`src/sv/assert_macros.svh`:
```
// assert_macros.svh: assertion macros used by ring_buffer_deque.
// Needs a clock named clk and a reset named rst in the including scope.
`ifndef ASSERT_MACROS_SVH
`define ASSERT_MACROS_SVH

// Boolean expression checked at every clock edge out of reset.
`define ASSERT_ALWAYS(label, expr, msg) \
  label: assert property (@(posedge clk) disable iff (rst) (expr)) else $error(msg);

// Property checked at every clock edge out of reset.
`define ASSERT_PROP(label, prop, msg) \
  label: assert property (@(posedge clk) disable iff (rst) prop) else $error(msg);

`endif

```
`src/sv/rbd_pkg.sv`:
```
// rbd_pkg: operation codes, status codes and cell commands of the deque.
// No dependencies; used by rbd_cell and ring_buffer_deque.
package rbd_pkg;

  typedef enum logic [2:0] {
    MODE_PUSH_BACK  = 3'd0,
    MODE_PUSH_FRONT = 3'd1,
    MODE_POP_BACK   = 3'd2,
    MODE_POP_FRONT  = 3'd3,
    MODE_GET        = 3'd4,
    MODE_REMOVE     = 3'd5,
    MODE_CONTAINS   = 3'd6
  } mode_t;

  typedef enum logic [1:0] {
    ST_OK    = 2'd0,
    ST_FULL  = 2'd1,
    ST_EMPTY = 2'd2,
    ST_RANGE = 2'd3
  } status_t;

  // What one cell loads this cycle.
  typedef enum logic [1:0] {
    CELL_HOLD      = 2'd0,
    CELL_LOAD      = 2'd1,
    CELL_FROM_PREV = 2'd2,
    CELL_FROM_NEXT = 2'd3
  } cell_op_t;

endpackage

```
`src/sv/rbd_cell.sv`:
```
// rbd_cell: one slot of the deque chain; holds one word, shifts to or from
// its neighbors and compares against the search word. Uses rbd_pkg.
module rbd_cell #(
  parameter int DATA_WIDTH = 32
) (
  input  logic                  clk,
  input  rbd_pkg::cell_op_t     op,
  input  logic [DATA_WIDTH-1:0] load_data,
  input  logic [DATA_WIDTH-1:0] prev_data,
  input  logic [DATA_WIDTH-1:0] next_data,
  output logic [DATA_WIDTH-1:0] data,
  output logic                  match
);

  logic [DATA_WIDTH-1:0] data_next;

  always_comb begin
    unique case (op)
      rbd_pkg::CELL_HOLD:      data_next = data;
      rbd_pkg::CELL_LOAD:      data_next = load_data;
      rbd_pkg::CELL_FROM_PREV: data_next = prev_data;
      rbd_pkg::CELL_FROM_NEXT: data_next = next_data;
      default:                 data_next = data;
    endcase
  end

  always_ff @(posedge clk) begin
    data <= data_next;
  end

  assign match = (data == load_data);

endmodule

```
`src/sv/ring_buffer_deque.sv`:
```
// ring_buffer_deque: fixed-capacity double-ended queue built as a chain of cells.
// Depends on rbd_pkg, rbd_cell and assert_macros.svh.
//
//   channel   signals                          direction
//   in        in_valid/in_ready, mode,         into block
//             value, index
//   out       out_valid/out_ready, data_out,   out of block
//             found, count, status
//
// Each accepted item is executed in the cycle of its transfer; its result is
// registered and shows in the following cycle. Throughput is one item per cycle as
// long as the result register drains; in_ready drops only while a result
// waits on a low out_ready. Reset clears the entry count and the result
// valid flag; cell contents are not reset (only held entries are read).
module ring_buffer_deque #(
  parameter int DEPTH      = 16,
  parameter int DATA_WIDTH = 32
) (
  input  logic        clk,
  input  logic        rst,
  input  logic        in_valid,
  output logic        in_ready,
  input  logic [2:0]  mode,
  input  logic [31:0] value,
  input  logic [3:0]  index,
  output logic        out_valid,
  input  logic        out_ready,
  output logic [31:0] data_out,
  output logic        found,
  output logic [4:0]  count,
  output logic [1:0]  status
);

`include "assert_macros.svh"

  localparam int CW = $clog2(DEPTH + 1);  // entry count width
  localparam int AW = $clog2(DEPTH);      // cell address width

  // Logical order is kept in the chain: cell 0 is always the front entry,
  // so the ring's head pointer never needs to exist in hardware.
  logic [CW-1:0]         entry_count;
  logic [CW-1:0]         entry_count_next;
  logic [DATA_WIDTH-1:0] cell_data [DEPTH];
  logic [DEPTH-1:0]      cell_match;
  rbd_pkg::cell_op_t     cell_op [DEPTH];

  logic                  in_xfer;
  logic                  full;
  logic                  empty;
  logic                  in_range;
  logic [DATA_WIDTH+31:0] value_ext;
  logic [DATA_WIDTH-1:0] value_w;
  logic [AW-1:0]         rd_addr;
  logic [DATA_WIDTH-1:0] rd_data;
  logic [DATA_WIDTH+31:0] rd_ext;
  logic                  any_match;

  logic [31:0]           res_data;
  logic                  res_found;
  rbd_pkg::status_t      res_status;

  assign in_ready = !out_valid || out_ready;
  assign in_xfer  = in_valid && in_ready;

  // Input word is cut (or zero-extended) to the stored width.
  assign value_ext = {{DATA_WIDTH{1'b0}}, value};
  assign value_w   = value_ext[DATA_WIDTH-1:0];

  assign full     = (entry_count == CW'(DEPTH));
  assign empty    = (entry_count == '0);
  assign in_range = (32'(index) < 32'(entry_count));

  // Single read port on the chain: back entry, front entry or the index.
  always_comb begin
    unique case (rbd_pkg::mode_t'(mode))
      rbd_pkg::MODE_POP_BACK:  rd_addr = AW'(entry_count - CW'(1));
      rbd_pkg::MODE_POP_FRONT: rd_addr = '0;
      default:                 rd_addr = AW'(index);
    endcase
  end

  assign rd_data = cell_data[rd_addr];
  assign rd_ext  = {32'b0, rd_data};

  // Search hit only counts inside the held range.
  always_comb begin
    any_match = 1'b0;
    for (int k = 0; k < DEPTH; k++) begin
      if (cell_match[k] && (32'(k) < 32'(entry_count))) begin
        any_match = 1'b1;
      end
    end
  end

  // Per-cell commands, new count and the result fields.
  always_comb begin
    entry_count_next = entry_count;
    res_data         = '0;
    res_found        = 1'b0;
    res_status       = rbd_pkg::ST_OK;
    for (int k = 0; k < DEPTH; k++) begin
      cell_op[k] = rbd_pkg::CELL_HOLD;
    end

    if (in_xfer) begin
      unique case (rbd_pkg::mode_t'(mode))
        rbd_pkg::MODE_PUSH_BACK: begin
          if (full) begin
            res_status = rbd_pkg::ST_FULL;
          end else begin
            for (int k = 0; k < DEPTH; k++) begin
              if (CW'(k) == entry_count) cell_op[k] = rbd_pkg::CELL_LOAD;
            end
            entry_count_next = entry_count + CW'(1);
          end
        end
        rbd_pkg::MODE_PUSH_FRONT: begin
          if (full) begin
            res_status = rbd_pkg::ST_FULL;
          end else begin
            cell_op[0] = rbd_pkg::CELL_LOAD;
            for (int k = 1; k < DEPTH; k++) begin
              cell_op[k] = rbd_pkg::CELL_FROM_PREV;
            end
            entry_count_next = entry_count + CW'(1);
          end
        end
        rbd_pkg::MODE_POP_BACK: begin
          if (empty) begin
            res_status = rbd_pkg::ST_EMPTY;
          end else begin
            res_data         = rd_ext[31:0];
            entry_count_next = entry_count - CW'(1);
          end
        end
        rbd_pkg::MODE_POP_FRONT: begin
          if (empty) begin
            res_status = rbd_pkg::ST_EMPTY;
          end else begin
            res_data = rd_ext[31:0];
            for (int k = 0; k < DEPTH - 1; k++) begin
              cell_op[k] = rbd_pkg::CELL_FROM_NEXT;
            end
            entry_count_next = entry_count - CW'(1);
          end
        end
        rbd_pkg::MODE_GET: begin
          if (!in_range) begin
            res_status = rbd_pkg::ST_RANGE;
          end else begin
            res_data = rd_ext[31:0];
          end
        end
        rbd_pkg::MODE_REMOVE: begin
          if (!in_range) begin
            res_status = rbd_pkg::ST_RANGE;
          end else begin
            res_data = rd_ext[31:0];
            // Entries behind the removed one close the gap.
            for (int k = 0; k < DEPTH - 1; k++) begin
              if (32'(k) >= 32'(index)) cell_op[k] = rbd_pkg::CELL_FROM_NEXT;
            end
            entry_count_next = entry_count - CW'(1);
          end
        end
        rbd_pkg::MODE_CONTAINS: begin
          res_found = any_match;
        end
        default: begin
          // unused code: no operation
        end
      endcase
    end
  end

  // The chain itself. End cells tie their missing neighbor to something
  // harmless; those paths are never selected.
  for (genvar g = 0; g < DEPTH; g++) begin : g_cell
    rbd_cell #(
      .DATA_WIDTH(DATA_WIDTH)
    ) u_cell (
      .clk       (clk),
      .op        (cell_op[g]),
      .load_data (value_w),
      .prev_data ((g == 0) ? value_w : cell_data[(g == 0) ? 0 : g - 1]),
      .next_data ((g == DEPTH - 1) ? cell_data[g] : cell_data[(g == DEPTH - 1) ? g : g + 1]),
      .data      (cell_data[g]),
      .match     (cell_match[g])
    );
  end

  always_ff @(posedge clk) begin
    if (rst) begin
      entry_count <= '0;
    end else begin
      entry_count <= entry_count_next;
    end
  end

  // Result register: loads on every input transfer, which only happens when
  // it is empty or being drained in the same cycle.
  always_ff @(posedge clk) begin
    if (rst) begin
      out_valid <= 1'b0;
    end else if (in_xfer) begin
      out_valid <= 1'b1;
    end else if (out_ready) begin
      out_valid <= 1'b0;
    end
  end

  always_ff @(posedge clk) begin
    if (in_xfer) begin
      data_out <= res_data;
      found    <= res_found;
      count    <= 5'(entry_count_next);
      status   <= res_status;
    end
  end

  // Checks
  `ASSERT_ALWAYS(a_count_bound, entry_count <= CW'(DEPTH), "entry count above capacity")
  `ASSERT_PROP(a_full_flag,
    (out_valid && status == rbd_pkg::ST_FULL) |-> (count == 5'(DEPTH)),
    "full refusal with room left")
  `ASSERT_PROP(a_empty_flag,
    (out_valid && status == rbd_pkg::ST_EMPTY) |-> (count == 5'd0 && data_out == 32'd0),
    "empty pop with entries or data")
  `ASSERT_PROP(a_push_grows,
    (in_xfer && mode == 3'(rbd_pkg::MODE_PUSH_BACK) && !full)
      |=> (entry_count == $past(entry_count) + CW'(1)),
    "push did not grow count")

endmodule
```
`config.mk`:
```
export PLATFORM = sky130hd
export DESIGN_NAME = ring_buffer_deque
export DESIGN_NICKNAME = d
export VERILOG_FILES = /design/src/sv/rbd_pkg.sv /design/src/sv/rbd_cell.sv /design/src/sv/ring_buffer_deque.sv
export VERILOG_INCLUDE_DIRS = /design/src /design/src/sv
export SDC_FILE = /design/constraint.sdc
export NUM_CORES = 1
export LEC_CHECK = 0
export BUFFER_PORTS_ARGS = -buffer_cell sky130_fd_sc_hd__buf_2
export CORE_UTILIZATION = 64
export CTS_CLUSTER_SIZE = 20
export DETAILED_ROUTE_END_ITERATION = 8
export PLACE_DENSITY_LB_ADDON = 0.1
export SYNTH_ARGS = -nofsm -noshare
export SYNTH_HDL_FRONTEND = slang
export SYNTH_HIERARCHICAL = 1
export SYNTH_SLANG_ARGS = --single-unit
```
`constraint.sdc`:
```
create_clock -name clk -period 4.04 [get_ports clk]
set_input_delay 0.202 -clock clk [delete_from_list [all_inputs] [get_ports clk]]
set_output_delay 0.202 -clock clk [all_outputs]
set_load 0.02 [all_outputs]
```
==> impl_metrics.tcl <==
set metrics [dict create \
    netlist_area_um2 38700 \
    path_cells "inv_1, ha_1, nor4b_2, nor2_1, and2_1, a21oi_1, a21oi_4, or2_2" \
    syn_avg_cell_area_um2 9.98 \
    drv_slew 0 \
    num_vias 31284 \
    ys_types 57 \
    cts_tree "yes" \
    clock_sinks 558 \
    die_h_um 248 \
    wirelength_met1_mm 50.2 \
    grt_use_total 0.394 \
    path_class "flip-flop to flip-flop" \
    p_per_area_nw_per_um2 370 \
    max_freq_mhz 276 \
    slew_headroom 0.328 \
    wire_per_inst_um 25.7 \
    synth_cells 3878 \
    drt_iter0_markers 4051 \
    start_kind "flip-flop" \
    cts_buffer_depth 3 \
    die-area_um2 61400 \
    fin_area_um2 42300 \
    hpwl_mm 90.0 \
    p_leak_nw 14.3 \
    ioPinCount 85 \
    grt_pass1_wl_mm 181 \
    multiInputGateArea_um2 20800 \
    final_common_cell "nor2_1" \
    dp_cells 4603 \
    synth_seq_area_share 0.432 \
    worstPathArrival_ns 3.87 \
    drtAntennaViolNets 0 \
    placed_area_um2 40100 \
    drt-pass1-iter-count 6 \
    portBuffers 84 \
    grt_overflow 0 \
    nNetsFinal 3951 \
    final.setup_skew_ns 0.0290 \
    async_flop_share 0 \
    final_cell_mix "nor2_1 (554), edfxtp_1 (552), a21oi_1 (538)" \
    end_kind "flip-flop" \
    tightest_slew_ns 1.01 \
    clk_latency_ns 0.63 \
    vias_per_cell 6.61 \
    status "finished clean" \
    initial_core_util 0.652 \
    antenna_found_initial 13 \
    wl_met3_mm 15.4 \
    clkTransAtPathRegs_ns 0.06 \
    slowest_stage "a21oi_1" \
    route.met2.wl_mm 52.4 \
    synth_edf_count 552 \
    final_cells 4732 \
    grt_max_degree 89 \
    drive_gt1_frac 0.110 \
    grt_setup_unrepaired "false" \
    setup_violations 0 \
    top_layer_used "met5" \
    chipWidth_um 248 \
    cts-root-buf "clkbuf_16" \
    finalCritPeriodShare 0.897 \
    core_um2 59400 \
    hold_path_class "input port to flip-flop" \
    postCtsSetupBuffers 0 \
    grt_pass1_vias 28705 \
    cts_made_buffers 66 \
    drcViolationCount 0 \
    ys_warn_count 6 \
    post-route-min-period_ns 3.62 \
    ff_latch_area_um2 16700 \
    ctsHtreeMaxLevel 3 \
    gp_congestion 0.995 \
    maxCapViolations 0 \
    drt_wl_total_mm 122 \
    cp_slowest_stage_delay_ns 0.76 \
    required_ns 4.28 \
    crit_fanout 32 \
    synthFlopType "edfxtp_1" \
    ir_worst_vdd_uv 338 \
    syn_to_final_growth_pct 9.40 \
    ys_ff_latch 558 \
    hold_viol 0 \
    syn_nets 3929 \
    nFillCells 4302 \
    row_count 89 \
    setup_tns_ns 0 \
]
==> metrics by stage <==
step	utilization	hold slack (ns)	setup slack [ns]	power, mW
final	0.713	0.118	0.418	15.7
after global routing	0.713	0.131	0.267	16.1
after CTS	0.713	0.0868	0.568	15.6
after detailed placement	0.675	0.470	0.562	9.50
after global placement	0.675	0.445	0.542	9.40
after floorplan	-	0.271	0.736	8.51
==> registers in the layout, summed over array words and instances, names as in the netlist <==
| signal | cells |
|---|---|
| count | 5 |
| data_out | 32 |
| entry_count | 5 |
| found | 1 |
| g_cell.u_cell/data | 512 |
| out_valid | 1 |
| status | 2 |
==> layer usage <==
layer / vias to the layer above / global-route usage
met3: 194 / 0.0973
met1: 15035 / 0.580
met4: 4 / 0.141
li1: 14137 / -
met2: 1914 / 0.563
met5: - / 0
==> layout make-up <==
type                            instances  area share
Tap cell                              773      0.0229
Timing Repair Buffer                  220      0.0380
Clock buffer                           81      0.0414
Sequential cell                       558       0.395
Antenna cell                            7    0.000414
Inverter                               14     0.00124
Clock inverter                         39      0.0106
Multi-Input combinational cell       3040       0.491
==> synth_stat cells (8+ instances only) <==
cell type  count  area [um^2]
or2_2         16          100
edfxtp_1     552        16600
mux4_2        64         1440
o221ai_1      32          280
buf_2         73          365
nor4_1       130          813
buf_4         16          120
buf_6         54          608
a21oi_1      568         2840
nand3_1       74          370
nand4_1       35          219
o21ai_0       76          380
a22oi_1       36          270
nand2_1      347         1300
mux2i_1      513         5130
clkbuf_1     117          439
nor2_1       555         2080
ha_1           8          100
xor2_1       514         4500
inv_1         13         48.8
==> what timing repair did <==
item                                   4_1_cts  5_1_grt
hold buffers                                 2        0
resized for setup                            0        0
endpoints found under the hold margin        5        0
==> worst max-delay path, delay by kind of cell, from the launching register on <==
kind,cells,cell delay [ns]
and+or+nand+nor,4,1.60
adders and majority gates,1,0.30
DFF,1,0.31
AOI/OAI and AO/OA,2,0.85
buffers and inverters,1,0.17
==> kinds of logic (layout without fill, tap and decap cells) <==
kind of cell | Yosys count | after routing | synth area share
AOI/OAI and AO/OA | 747 | 747 | 0.105
DFF | 558 | 558 | 0.432
xor gates and xnor gates | 517 | 517 | 0.117
adders and majority gates | 9 | 9 | 0.00285
muxes | 579 | 579 | 0.171
and+or+nand+nor | 1188 | 1188 | 0.132
buffers and inverters | 280 | 354 | 0.0416
other | 0 | 7 | 0
==> worst paths after layout <==
kind / start / to / slack [ns] / cells past startpoint
setup / recovery: entry_count[1]$_SDFF_PP0_ / g_cell[13].u_cell/data[18]$_DFFE_PP_ / 0.42 / 8
hold reg to reg: g_cell[0].u_cell/data[0]$_DFFE_PP_ / g_cell[1].u_cell/data[0]$_DFFE_PP_ / 0.70 / 2
hold / removal: value[13] / g_cell[1].u_cell/data[13]$_DFFE_PP_ / 0.12 / 3
setup reg to reg: entry_count[1]$_SDFF_PP0_ / g_cell[13].u_cell/data[18]$_DFFE_PP_ / 0.42 / 8
==> report_power, final <==
part / switching (mW) / internal (mW)
Sequential: 0.241 / 6.68
Combinational: 1.69 / 0.882
Clock: 2.51 / 3.67
Total: 4.44 / 11.2
(Power assumes the default switching activity.)
